$ cat src/hdl/ece_pkg.sv
// ----------------------------------------------------------------------------
// ece_pkg
// Shared types, fixed-point constants and multiply helpers of the easing
// curve evaluator. Internal arithmetic is Q28 (1.0 = 2^28).
// ----------------------------------------------------------------------------
package ece_pkg;

	localparam int FX = 28;        // internal fraction bits
	localparam int XW = FX + 1;    // unsigned value in [0, 1]
	localparam int AW = 32;        // signed accumulator width
	localparam int VW = XW + 5;    // signed curve value width
	localparam int NW = 4;         // exponent shift width

	localparam longint ONE_L = 64'sd1 <<< FX;
	localparam logic [XW-1:0] ONE_X = {1'b1, {FX{1'b0}}};

	typedef enum logic [3:0] {
		MODE_LINEAR  = 4'd0,
		MODE_QUAD    = 4'd1,
		MODE_CUBIC   = 4'd2,
		MODE_QUART   = 4'd3,
		MODE_QUINT   = 4'd4,
		MODE_SINE    = 4'd5,
		MODE_EXPO    = 4'd6,
		MODE_CIRC    = 4'd7,
		MODE_BACK    = 4'd8,
		MODE_ELASTIC = 4'd9,
		MODE_BOUNCE  = 4'd10
	} ece_mode_t;

	// sin(pi/2 * r) as an odd polynomial in r, Horner form in r^2.
	localparam logic signed [AW-1:0] SIN_TOP = -32'sd966;
	localparam logic signed [AW-1:0] SIN_C [0:4] = '{
		32'sd43068, -32'sd1256747, 32'sd21392327, -32'sd173399667, 32'sd421657428
	};

	// 2^f for f in [0, 1), Horner form in f.
	localparam logic signed [AW-1:0] EXP_TOP = 32'sd4094;
	localparam logic signed [AW-1:0] EXP_C [0:6] = '{
		32'sd41349, 32'sd357920, 32'sd2581871, 32'sd14899271,
		32'sd64485312, 32'sd186065279, 32'sd268435456
	};

	localparam logic [XW:0] BACK_C1 = 30'd456764403;
	localparam logic [XW:0] BACK_C3 = 30'd725199859;

	// Bounce segments: limits on 11*t, parabola centers and offsets.
	localparam logic [31:0] B_LIM1 = 32'(4 * ONE_L);
	localparam logic [31:0] B_LIM2 = 32'(8 * ONE_L);
	localparam logic [31:0] B_LIM3 = 32'(10 * ONE_L);
	localparam logic [XW-1:0] B_CTR1 = XW'((6 * ONE_L + 5) / 11);
	localparam logic [XW-1:0] B_CTR2 = XW'((9 * ONE_L + 5) / 11);
	localparam logic [XW-1:0] B_CTR3 = XW'((21 * ONE_L + 11) / 22);
	localparam logic [XW-1:0] B_OFS1 = XW'(3 * ONE_L / 4);
	localparam logic [XW-1:0] B_OFS2 = XW'(15 * ONE_L / 16);
	localparam logic [XW-1:0] B_OFS3 = XW'(63 * ONE_L / 64);

	localparam logic [2*XW-1:0] RND_U = (2*XW)'(1) << (FX - 1);
	localparam logic signed [AW+XW:0] RND_S = (AW+XW+1)'(1) << (FX - 1);

	// Values that travel with an item down the pipeline.
	typedef struct packed {
		logic [3:0]             mode;
		logic                   inv;   // result is 1 - f(x)
		logic                   xz;    // x is zero
		logic [XW-1:0]          x;
		logic [XW-1:0]          x2;
		logic [XW-1:0]          r;     // reduced sine argument, quarter turns
		logic [XW-1:0]          rr;
		logic                   sneg;
		logic [FX-1:0]          f;     // fraction of the exponent
		logic [NW-1:0]          n;     // integer shift of the exponent
		logic signed [AW-1:0]   sn;
		logic [XW-1:0]          ex;
		logic signed [VW-1:0]   val;
	} ece_side_t;

	typedef struct packed {
		logic [63:0] rad;
		logic [33:0] rem;
		logic [31:0] root;
	} ece_sqrt_t;

	function automatic logic [XW-1:0] fmul_u(input logic [XW-1:0] a,
		input logic [XW-1:0] b);
		logic [2*XW-1:0] p;
		begin
			p = a * b;
			p = p + RND_U;
			return p[FX+XW-1:FX];
		end
	endfunction

	function automatic logic signed [AW-1:0] fmul_s(input logic signed [AW-1:0] a,
		input logic [XW-1:0] b);
		logic signed [AW+XW:0] p;
		begin
			p = a * $signed({1'b0, b});
			p = p + RND_S;
			return p[FX+AW-1:FX];
		end
	endfunction

endpackage

$ cat src/hdl/ece_mac_stage.sv
// ----------------------------------------------------------------------------
// ece_mac_stage
// One registered Horner step: result = acc * mult + coef in Q28.
// ----------------------------------------------------------------------------
module ece_mac_stage (
	input  logic                                clk,
	input  logic                                en,
	input  logic signed [ece_pkg::AW-1:0]       acc,
	input  logic [ece_pkg::XW-1:0]              mult,
	input  logic signed [ece_pkg::AW-1:0]       coef,
	output logic signed [ece_pkg::AW-1:0]       result
);

	always_ff @(posedge clk) begin
		if (en) begin
			result <= ece_pkg::fmul_s(acc, mult) + coef;
		end
	end

endmodule

$ cat config.mk
export PLATFORM = sky130hd
export DESIGN_NAME = ece_mac_stage
export DESIGN_NICKNAME = d
export VERILOG_FILES = /design/src/hdl/ece_pkg.sv /design/src/hdl/ece_mac_stage.sv
export SDC_FILE = /design/constraint.sdc
export NUM_CORES = 2
export LEC_CHECK = 0
export BUFFER_PORTS_ARGS = -buffer_cell sky130_fd_sc_hd__buf_2
export CAP_MARGIN = 0
export CELL_PAD_IN_SITES_DETAIL_PLACEMENT = 1
export CELL_PAD_IN_SITES_GLOBAL_PLACEMENT = 1
export CORE_ASPECT_RATIO = 1.4
export CORE_MARGIN = 2
export CORE_UTILIZATION = 47
export CTS_CLUSTER_DIAMETER = 60
export DETAILED_ROUTE_END_ITERATION = 7
export PLACE_DENSITY_LB_ADDON = 0.08
export SYNTH_ARGS = -nofsm -noshare
export SYNTH_HDL_FRONTEND = slang
export SYNTH_SLANG_ARGS = --single-unit
$ cat constraint.sdc
create_clock -name clk -period 12.7 [get_ports clk]
set_input_delay 3.175 -clock clk [delete_from_list [all_inputs] [get_ports clk]]
set_output_delay 3.175 -clock clk [all_outputs]
set_load 0.005 [all_outputs]
# Word-level counts from Yosys, hierarchy flattened
# Index checks and enable logic that the tools add are counted.
[word_totals]
ff_bits = 32
out_inout_bits = 32
[classes]
multipliers = 1
add_sub_neg = 2
[op_table]
columns = ["cell", "count"]
rows = [
  ["$add 60x29->60 const B", 1],
  ["$mul 32x30->60", 1],
  ["$add 32x32->32", 1],
]

# Longest topological paths before layout
[depth]
word_depth = 3
depth_mapped = 40
ltp_nobuf = 39

# Worst setup path after synthesis
# No wires, ideal clock.
[synth_path]
path_kind = "input to register"
startpoint = "input acc[17] (netlist name)"
endpoint = "register result[29] (netlist name), data pin"
arrival_ns = 11.733
setup_slack_ns = 0.710
setup_ns = 0.258
n_path_buf = 2
path_stages = 35
path_cell_list = "clkbuf_1 > clkbuf_1 > nand2_1 > fa_1 > inv_1 > fa_1 > inv_1 > fa_1 > inv_1 > fa_1 > fa_1 > fa_1 > fa_1 > fa_1 > ha_1 > a21o_1 > a21oi_1 > o21ai_0 > a221o_1 > o21a_1 > o21a_1 > or2_2 > a21oi_1 > xnor2_1 > ha_1 > and3_1 > a221oi_1 > o31ai_1 > nor3b_1 > o31ai_2 > o21ai_1 > a41oi_1 > nand2b_1 > a21oi_1 > xnor2_1"
[synth_via]
elab_chain_cells = 3
[synth_rtl]
columns = ["item", "line_no", "rtl"]
rows = [
  ["from (decl)", "ece_mac_stage.sv:8", "input logic signed [ece_pkg::AW-1:0] acc,"],
  ["$mul 32x30->60", "ece_pkg.sv:98", "p = a * $signed({1'b0, b});"],
  ["$add 60x29->60", "ece_pkg.sv:99", "p = p + RND_S;"],
  ["$add 32x32->32", "ece_mac_stage.sv:16", "result <= ece_pkg::fmul_s(acc, mult) + coef;"],
  ["to (signal assigned)", "ece_mac_stage.sv:16", ""],
  ["to (decl)", "ece_mac_stage.sv:11", "output logic signed [ece_pkg::AW-1:0] result"],
]
# No other way between the ends.
# A chain may end at the register's enable or synchronous reset.

# Final worst setup path
[layout_path]
startpoint = "input acc[16] (netlist name)"
endpoint = "register result[18] (netlist name), data pin"
# Same word-level chain as after synthesis.

==> reports/results.tsv <==
metric	value	unit
crit_fanout	15	
wl_per_cell	23.5	µm
yosysMostFrequentCell	inv_1	
io_pins	127	
ant_nets	0	
netlist_area	34800	µm²
cts_sinks	32	
path_class	in -> reg	
drt_pass1_iterations	5	
vias	25300	
synth_nets	4987	
place.gp.congestion	0.891	
die_w	234	µm
ys_warn_count	0	
post-route-min-period	12.43	ns
max_stage_delay	0.60	ns
yosysSeqAreaShare	2.76	%
fin_util	52.0	%
cts_buffer_depth	2	
period_share	97.9	%
largest_reg_flops	32	
dp_hpwl	101000	µm
synth.distinct_cells	57	
start_util	47.2	%
drv_slew	0	
die_h	326	µm
outcome	finished clean	
startpoint_type	input port	
io_buffers	126	
syn-instance-count	3692	
async_reset_ff_share	0	%
synth_top_area_share	55.5	%
crit_required	12.75	ns
synth_top_area_cell	fa_1	
cap_violations	0	
rows	118	
synth_seq_cells	32	
design.core.area	73700	µm²
setup_viol	0	
synthTopCellsByCount	inv_1, fa_1, and2_1	
antenna_found_initial	6	
cts_root_buf	clkbuf_16	
hold_viol_final	0	
slew_headroom	40.6	%
tritoncts	yes	
drc	0	
gr-total-overflow	0	
numCtsBuffers	5	
critical_path.endpoint_type	flip-flop	
grt_util_all_layers	31.4	%
grt_pass1_vias	31300	
ys.flop_type	edfxtp_1	
routed_via_density	5.21	
dieArea	76300	µm²
fill_cells	8353	
nNetsFinal	5180	
reg_top3	result (32)	
synthTopCellsByArea	fa_1, inv_1, and2_1	
clkTransAtPathRegs	0.06	ns
synth_edf_count	32	
htree_levels	2	
syn_area_per_cell	9.43	µm²
post_route_cells_drive_above_1_share	11.0	%
finalWirelength	114000	µm
max_freq	80.5	MHz
areaGrowthSynthToFinish	10.1	%
hold_path.class	in -> reg	
largest-register	result	
slowest_stage	fa_1	
grt_pass1_wl	178000	µm
arrival	12.48	ns
grt_max_degree	33	
tightest_slew	0.889	ns
drt-initial-drc-count	766	
crit_top_cell	fa_1	
==> critical path, delay by kind of cell <==
kind	cells	cell delay, ns
XOR/XNOR	2	0.39
buffers and inverters	10	1.38
adder cells (fa/ha/maj)	10	4.71
AO/OA/AOI/OAI	11	2.32
AND/OR/NAND/NOR	5	0.49
==> worst paths after layout <==
path	endpoint	slack, ns	cells past startpoint	startpoint
setup / recovery	result[18]	0.27	38	acc[16]
hold / removal	result[0]	3.20	2	coef[0]
==> kinds of logic (layout without fill, tap and decap cells) <==
kind of cell / after synthesis / count (layout) / synth area share, %
buf+inv: 1184 / 1378 / 12.8
flops: 32 / 32 / 2.76
other cells: 0 / 5 / 0
xor+xnor: 76 / 76 / 1.91
fa+ha+maj: 1200 / 1200 / 63.9
simple gates: 1030 / 1030 / 15.3
compound gates: 170 / 170 / 3.30
==> layout make-up <==
cell class / count / area (µm²) / share of cell area [%]
sequential: 32 / 961 / 2.51
antenna: 5 / 12.5 / 0.0327
multi-input combinational: 2476 / 29600 / 77.2
inverter: 1000 / 3750 / 9.80
tap: 960 / 1200 / 3.13
clock inverter: 3 / 23.8 / 0.0620
timing repair buffer: 370 / 2640 / 6.90
clock buffer: 5 / 125 / 0.327
==> per-layer routing <==
metal	track usage, %	share of wire (%)	vias to the layer above
met1	30.3	32	13600
met4	20.7	8.0	2
li1	-	-	10900
met5	0	0.011	-
met3	2.48	2.4	310
met2	62.1	58	545
==> stage by stage <==
| step | hold WS, ns | instance area (µm²) | instances | worst slack, ns | setup TNS (ns) |
|---|---|---|---|---|---|
| 2_1_floorplan | 3.29 | 34800 | 3692 | 0.710 | 0 |
| 3_5_place_dp | 3.51 | 37800 | 4834 | -0.509 | -3.42 |
| 5_1_grt | 3.22 | 38300 | 4849 | -0.0540 | -0.116 |
| 4_1_cts | 3.21 | 38100 | 4842 | 0.00438 | 0 |
| 3_3_place_gp | 3.52 | 37800 | 4834 | -0.342 | -1.88 |
| 6_report | 3.20 | 38300 | 4851 | 0.272 | 0 |
==> cell usage in the layout, fill, tap and decap left out, types with 3 or more instances in the layout <==
cell	Yosys	layout
a211oi_1	7	5
a21o_1	20	20
a21oi_1	57	48
a21oi_2	0	9
a31oi_1	5	3
and2_1	530	530
and3_1	6	6
and4_1	4	4
buf_12	0	8
buf_2	2	112
buf_4	0	232
buf_6	0	8
clkbuf_16	0	5
clkbuf_4	0	8
diode_2	0	5
edfxtp_1	32	32
fa_1	964	961
fa_2	0	3
ha_1	236	233
inv_1	1000	1000
nand2_1	415	415
nand2b_1	7	6
nand3_1	13	12
nand4_1	8	8
nor2_1	23	23
nor2b_1	6	6
nor3_1	12	12
o211ai_1	3	3
o21a_1	6	6
o21ai_0	24	18
o21ai_1	1	4
o21ai_2	1	4
o21bai_1	13	12
xnor2_1	57	55
xor2_1	19	17
==> what timing repair did <==
| action | in CTS | in global routing |
|---|---|---|
| setup endpoints to repair | 8 | 12 |
| gates resized for setup | 13 | 61 |
| setup buffers | 0 | 4 |
| pin swaps | 0 | 23 |
| gates cloned | 0 | 0 |
| hold buffers | 0 | 0 |
Power is left out: the tool's default activity adds up to more than one toggle a clock period on the data nets, which glitch-free logic cannot reach.
