===== src/hdl/ece_pkg.sv =====
// ----------------------------------------------------------------------------
// ece_pkg
// Shared types, fixed-point constants and multiply helpers of the easing
// curve evaluator. Internal arithmetic is Q28 (1.0 = 2^28).
// ----------------------------------------------------------------------------
package ece_pkg;

	localparam int FX = 28;        // internal fraction bits
	localparam int XW = FX + 1;    // unsigned value in [0, 1]
	localparam int AW = 32;        // signed accumulator width
	localparam int VW = XW + 5;    // signed curve value width
	localparam int NW = 4;         // exponent shift width

	localparam longint ONE_L = 64'sd1 <<< FX;
	localparam logic [XW-1:0] ONE_X = {1'b1, {FX{1'b0}}};

	typedef enum logic [3:0] {
		MODE_LINEAR  = 4'd0,
		MODE_QUAD    = 4'd1,
		MODE_CUBIC   = 4'd2,
		MODE_QUART   = 4'd3,
		MODE_QUINT   = 4'd4,
		MODE_SINE    = 4'd5,
		MODE_EXPO    = 4'd6,
		MODE_CIRC    = 4'd7,
		MODE_BACK    = 4'd8,
		MODE_ELASTIC = 4'd9,
		MODE_BOUNCE  = 4'd10
	} ece_mode_t;

	// sin(pi/2 * r) as an odd polynomial in r, Horner form in r^2.
	localparam logic signed [AW-1:0] SIN_TOP = -32'sd966;
	localparam logic signed [AW-1:0] SIN_C [0:4] = '{
		32'sd43068, -32'sd1256747, 32'sd21392327, -32'sd173399667, 32'sd421657428
	};

	// 2^f for f in [0, 1), Horner form in f.
	localparam logic signed [AW-1:0] EXP_TOP = 32'sd4094;
	localparam logic signed [AW-1:0] EXP_C [0:6] = '{
		32'sd41349, 32'sd357920, 32'sd2581871, 32'sd14899271,
		32'sd64485312, 32'sd186065279, 32'sd268435456
	};

	localparam logic [XW:0] BACK_C1 = 30'd456764403;
	localparam logic [XW:0] BACK_C3 = 30'd725199859;

	// Bounce segments: limits on 11*t, parabola centers and offsets.
	localparam logic [31:0] B_LIM1 = 32'(4 * ONE_L);
	localparam logic [31:0] B_LIM2 = 32'(8 * ONE_L);
	localparam logic [31:0] B_LIM3 = 32'(10 * ONE_L);
	localparam logic [XW-1:0] B_CTR1 = XW'((6 * ONE_L + 5) / 11);
	localparam logic [XW-1:0] B_CTR2 = XW'((9 * ONE_L + 5) / 11);
	localparam logic [XW-1:0] B_CTR3 = XW'((21 * ONE_L + 11) / 22);
	localparam logic [XW-1:0] B_OFS1 = XW'(3 * ONE_L / 4);
	localparam logic [XW-1:0] B_OFS2 = XW'(15 * ONE_L / 16);
	localparam logic [XW-1:0] B_OFS3 = XW'(63 * ONE_L / 64);

	localparam logic [2*XW-1:0] RND_U = (2*XW)'(1) << (FX - 1);
	localparam logic signed [AW+XW:0] RND_S = (AW+XW+1)'(1) << (FX - 1);

	// Values that travel with an item down the pipeline.
	typedef struct packed {
		logic [3:0]             mode;
		logic                   inv;   // result is 1 - f(x)
		logic                   xz;    // x is zero
		logic [XW-1:0]          x;
		logic [XW-1:0]          x2;
		logic [XW-1:0]          r;     // reduced sine argument, quarter turns
		logic [XW-1:0]          rr;
		logic                   sneg;
		logic [FX-1:0]          f;     // fraction of the exponent
		logic [NW-1:0]          n;     // integer shift of the exponent
		logic signed [AW-1:0]   sn;
		logic [XW-1:0]          ex;
		logic signed [VW-1:0]   val;
	} ece_side_t;

	typedef struct packed {
		logic [63:0] rad;
		logic [33:0] rem;
		logic [31:0] root;
	} ece_sqrt_t;

	function automatic logic [XW-1:0] fmul_u(input logic [XW-1:0] a,
		input logic [XW-1:0] b);
		logic [2*XW-1:0] p;
		begin
			p = a * b;
			p = p + RND_U;
			return p[FX+XW-1:FX];
		end
	endfunction

	function automatic logic signed [AW-1:0] fmul_s(input logic signed [AW-1:0] a,
		input logic [XW-1:0] b);
		logic signed [AW+XW:0] p;
		begin
			p = a * $signed({1'b0, b});
			p = p + RND_S;
			return p[FX+AW-1:FX];
		end
	endfunction

endpackage


===== src/hdl/ece_sqrt_stage.sv =====
// ----------------------------------------------------------------------------
// ece_sqrt_stage
// Four digit-recurrence steps of an integer square root, then a register.
// ----------------------------------------------------------------------------
module ece_sqrt_stage (
	input  logic                clk,
	input  logic                en,
	input  ece_pkg::ece_sqrt_t  cur,
	output ece_pkg::ece_sqrt_t  nxt
);

	ece_pkg::ece_sqrt_t st;

	always_comb begin
		logic [33:0] rem2;
		logic [33:0] trial;
		st = cur;
		for (int i = 0; i < 4; i++) begin
			rem2  = {st.rem[31:0], st.rad[63:62]};
			trial = {st.root, 2'b01};
			if (rem2 >= trial) begin
				st.rem  = rem2 - trial;
				st.root = {st.root[30:0], 1'b1};
			end else begin
				st.rem  = rem2;
				st.root = {st.root[30:0], 1'b0};
			end
			st.rad = {st.rad[61:0], 2'b00};
		end
	end

	always_ff @(posedge clk) begin
		if (en) begin
			nxt <= st;
		end
	end

endmodule


===== config.mk =====
export PLATFORM = sky130hd
export DESIGN_NAME = ece_sqrt_stage
export DESIGN_NICKNAME = d
export VERILOG_FILES = /design/src/hdl/ece_pkg.sv /design/src/hdl/ece_sqrt_stage.sv
export SDC_FILE = /design/constraint.sdc
export NUM_CORES = 1
export LEC_CHECK = 0
export BUFFER_PORTS_ARGS = -buffer_cell sky130_fd_sc_hd__buf_2
export CORE_ASPECT_RATIO = 1.4
export CORE_MARGIN = 2
export CORE_UTILIZATION = 31
export DETAILED_ROUTE_END_ITERATION = 10
export SLEW_MARGIN = 40
export SYNTH_ARGS = -nofsm -noshare
export SYNTH_HDL_FRONTEND = slang
export SYNTH_SLANG_ARGS = --single-unit

===== constraint.sdc =====
create_clock -name clk -period 17.6 [get_ports clk]
set_clock_uncertainty 0.05 [all_clocks]
set_input_delay 3.52 -clock clk [delete_from_list [all_inputs] [get_ports clk]]
set_output_delay 3.52 -clock clk [all_outputs]
set_load 0.02 [all_outputs]

**After elaboration in Yosys (flattened, before gate mapping)**

Cells that the tools add are included.

- ROM bits: 0
- Output and inout port bits: 130
- Latch bits: 0
- Flip-flop bits (word level): 122
- Memories kept: 0
- RAM bits: 0

- Order comparisons: 4
- Shift operators: 0
- Reductions and logical operators: 0
- Div/mod/pow operators: 0
- Add/subtract/negate cells: 4
- Eq/ne operators: 0
- Multiply operators: 0
- Bitwise gates (word level): 0
- Muxes and demuxes: 4

Operator list:

| cell | count |
|---|---|
| two-way mux 64 bit | 3 |
| >= comparator 34 bit | 4 |
| subtractor 32 bit | 3 |
| two-way mux 66 bit | 1 |
| subtractor 34 bit | 1 |

**Longest topological paths before layout**

- Depth after elaboration: 8
- Gate-level depth with buffers: 58
- Mapped depth without buffers: 55

**Worst setup path after synthesis**

OpenSTA, ideal clock, no wires.

- Kind: input to register
- Start: in cur[13] in the netlist's numbering
- End: reg nxt[65] in the netlist's numbering (data pin)
- Stages: 55
- Arrival time: 13.487 ns
- Library setup time: 0.260 ns
- Path buffers: 6
- Setup slack: 3.803 ns
- Path through: inv_1 ha_1 buf_2 nand4_2 or3_1 a31oi_1 and3b_1 a21o_1 nand2_1 inv_1 clkbuf_1 buf_1 o31ai_1 ha_1 clkbuf_1 a21o_1 a21o_1 a21oi_1 [... 19 more ...] buf_1 buf_1 mux2i_1 inv_1 ha_1 and3_1 nand2_1 o21bai_1 a21oi_1 o21bai_1 a21o_1 a21oi_1 o21ai_0 o41ai_2 o21ai_1 a31oi_1 xnor2_1 mux2_2

RTL lines:

| item | RTL line | text |
|---|---|---|
| from (decl) | ece_sqrt_stage.sv:8 | `input ece_pkg::ece_sqrt_t cur,` |
| to (signal assigned) | ece_sqrt_stage.sv:34 | `nxt <= st;` |
| to (decl) | ece_sqrt_stage.sv:9 | `output ece_pkg::ece_sqrt_t nxt` |

==> results.env <==
SW_RATIO=0.490
SYNTH-SEQ-CELLS=122
NUMBER_OF_OPTIMIZATION_ITERATIONS_IN_THE_FIRST_DETAILED_ROUTE_PASS=5
GRT_START_MAX_NET_PINS=78
YOSYS_WARNINGS=0
SEQUENTIAL_TO_TOTAL_AREA_SHARE_FROM_YOSYS_STAT=0.292
YS_ASYNC_SR_FRACTION=0
FIN_CRIT_NS=15.86
TIMING.CRITICAL_PATH.FANOUT_MAX=44
PORTION_OF_TOTAL_POWER_ATTRIBUTED_TO_COMBINATIONAL_LOGIC=0.706
POST_CTS_BUFFERS=0
HOLDBUFCOUNTCTS=0
LAYOUT-DRIVE-GT1-SHARE=0.208
CP_TOP_FAMILY='simple AND/OR/NAND/NOR gates'
REG_TOP3='nxt (122)'
SEQPWRFRAC=0.166
CELL_AT_THE_SLOWEST_STAGE_OF_THE_CRITICAL_PATH='sky130_fd_sc_hd__or4b_2'
FIN_AREA_UM2=14900
DP_HPWL_MM=33.8
ANTENNA_CELLS=0
CP-END-KIND='flop'
TIGHTEST_SLEW_NS=0.881
IR_WORST_VDD_uV=88.1
TIMING.FINAL.SETUP_VIOLATIONS=0
DR.FIRST_ITER.DRC_COUNT=611
CRITICAL_PATH_RT_NS=17.71
VIA_COUNT=11914
PLACED_AREA_UM2=14300
CRITICAL_PATH_BUF_INV_COUNT=6
GRT_OVERFLOW_TOTAL=0
MIN_PERIOD_OVER_PERIOD=0.901
BUFFER_PORTS.INSERTED=251
CLK_PATH_BUF_DEPTH=2
NUMBER_OF_CLOCK_SINKS=122
TOTAL_NETS_FINAL=1945
ROUTEDWLPERCELL_UM=18.5
CRITPATHMAXSTAGEDELAY_NS=0.65
CTS_TREE='yes'
AREA_INSIDE_THE_CORE_BOUNDARY_UM2=40100
FLOORPLAN.DIE.HEIGHT_UM=242
FILLCELLCOUNT=4215
HOLD_VIOL_FINAL=0
VIASPERCELL=5.36
STD_CELL_ROWS=87
PLACE_CONGESTION=0.963
DESIGN.PORTCOUNT=262
GRT_ANTENNA_BEFORE_REPAIR=4
POWER_DENSITY_nW_PER_UM2=180
FIN_SETUP_TNS_NS=0
CTS_MAX_LEVEL=4
WORSTSETUPSTARTPOINTTYPE='primary input'
SYNTHTOPCELLSBYCOUNT='158 x sky130_fd_sc_hd__a21oi_1, 136 x sky130_fd_sc_hd__ha_1, 122 x sky130_fd_sc_hd__edfxtp_1'
SLEW_VIOLATIONS=0
P_INT_uW=1360
RUN_STATUS='finished, final reports clean'
WORST_HOLD_PATH_TYPE='in2reg'
NUMBER_OF_BUFFERS_INSERTED_DURING_CLOCK_TREE_SYNTHESIS=17
LARGEST_REGISTER='nxt'
SYNTH.TOP_CELL.AREA_SHARE=0.292
RSZ_0062_RAISED_AFTER_GLOBAL_ROUTING='false'
WORST-SETUP-PATH-TYPE='in2reg'
MOST_COMMON_FLOP_CELL_MAPPED_BY_YOSYS='sky130_fd_sc_hd__edfxtp_1'
SYNTHTOPCELLSBYAREA='sky130_fd_sc_hd__edfxtp_1 29%, sky130_fd_sc_hd__ha_1 14%, sky130_fd_sc_hd__a21oi_1 6.3%, sky130_fd_sc_hd__a21o_1 4.4%, sky130_fd_sc_hd__xnor2_1 4.3%'
DETAIL_ROUTE.WIRELENGTH_MM=41.2
MOST_INSTANTIATED_LIBRARY_CELL_AFTER_SYNTHESIS='sky130_fd_sc_hd__a21oi_1'
GRTUSAGETOTAL=0.190
CHIPWIDTH_UM=174
LARGEST_REGISTER_FFS=122
SWITCHINGPOWER_uW=1310
LEAKAGE_uW=0.00661
DIE_AREA_UM2=42100
POST_SYNTHESIS_AREA_PER_INSTANCE_UM2=8.65
CELL_VARIETY_AFTER_SYNTH=88
SYNTHESIS.AREA_UM2=12500
VIA_COUNT_OF_THE_FIRST_GLOBAL_ROUTING_PASS=11805
TIMING.MAX_SLEW.REL_SLACK=0.405
FLOW.AREA_GROWTH_FROM_SYNTHESIS_PCT=18.5
CTS_ROOT_BUF='sky130_fd_sc_hd__clkbuf_16'
CRIT_TOP_CELL='sky130_fd_sc_hd__a21o_1'
MAX_CAP_VIOLATIONS=0
CTS.REPORTEDPATHS.CLKPINSLEW_NS=0.06
MAX_FREQ_GHz=0.0631
NUMBER_OF_FLOPS_MAPPED_TO_ENABLE_CELLS_BY_YOSYS=122
POST_SYNTH_INST_COUNT=1449
DRC=0
GRT_PASS1_WL_MM=63.0
POWER.SHARE.CLOCK=0.127
ANTENNA_LEFT=0
CRITPATHARRIVALTIME_NS=15.97
CTSRESIZECOUNT=0
SYNTH_TOP_CELL_BY_AREA='sky130_fd_sc_hd__edfxtp_1'
FLOORPLAN.INITIALDENSITY=0.313
-- final cells by class --
class / instances / area (um^2) / share of cell area
inverters: 87 / 329 / 0.0221
clock inverters: 14 / 148 / 0.00993
flip-flops and latches: 122 / 3660 / 0.247
multi-input cells: 1193 / 8320 / 0.560
repair buffers: 256 / 1300 / 0.0875
well taps: 534 / 668 / 0.0450
clock buffers: 18 / 429 / 0.0289
-- cell usage in the layout, fill, tap and decap left out, drive strengths merged, types with 26 or more instances in the layout --
cell	n
buf	256
mux2	30
ha	136
a21o	73
nand3	32
nand2	115
inv	89
nand4	31
xnor2	62
o21ai	92
nor2	115
edfxtp	122
xor2	41
o21bai	26
a21oi	160
-- power groups by stage --
| stage | logic, uW | registers (uW) | clock network, uW |
|---|---|---|---|
| final | 1890 | 445 | 341 |
| after global routing | 2060 | 452 | 364 |
| after CTS | 1870 | 446 | 354 |
| after detailed placement | 1860 | 452 | 0 |
| after global placement | 1840 | 450 | 0 |
| after floorplan | 1310 | 535 | 0 |
-- through the flow --
stage | util | power (uW) | worst slack [ns] | hold WS (ns) | cells
after floorplan | - | 1850 | 3.80 | 3.57 | 1456
after global placement | 0.357 | 2290 | 1.64 | 3.65 | 2192
after detailed placement | 0.357 | 2310 | 1.53 | 3.65 | 2192
after CTS | 0.371 | 2670 | 1.97 | 3.19 | 2224
after global routing | 0.371 | 2880 | 1.08 | 3.20 | 2224
final | 0.371 | 2680 | 1.74 | 3.22 | 2224
-- cells by family after synthesis --
kind of cell,Yosys count,share of synthesized area
mux,37,0.0335
other cells,1,0.000299
compound gates,494,0.259
fa+ha+maj,136,0.136
xor+xnor,103,0.0720
simple gates,415,0.161
buf+inv,141,0.0459
flops,122,0.292
-- worst paths after layout --
check	cells after the start	endpoint	slack (ns)	start
hold / removal	1	nxt[98]$_DFFE_PP_	3.22	cur[90]
setup / recovery	44	nxt[38]$_DFFE_PP_	1.74	cur[14]
-- metal layers --
| layer | part of all wire | track usage | up-vias |
|---|---|---|---|
| met5 | 0.0011 | 0 | - |
| met4 | 0.046 | 0.0954 | 8 |
| met3 | 0.043 | 0.0242 | 96 |
| met2 | 0.53 | 0.370 | 368 |
| met1 | 0.38 | 0.197 | 5581 |
| li1 | - | - | 5861 |
Power figures use the tool's default switching activity.
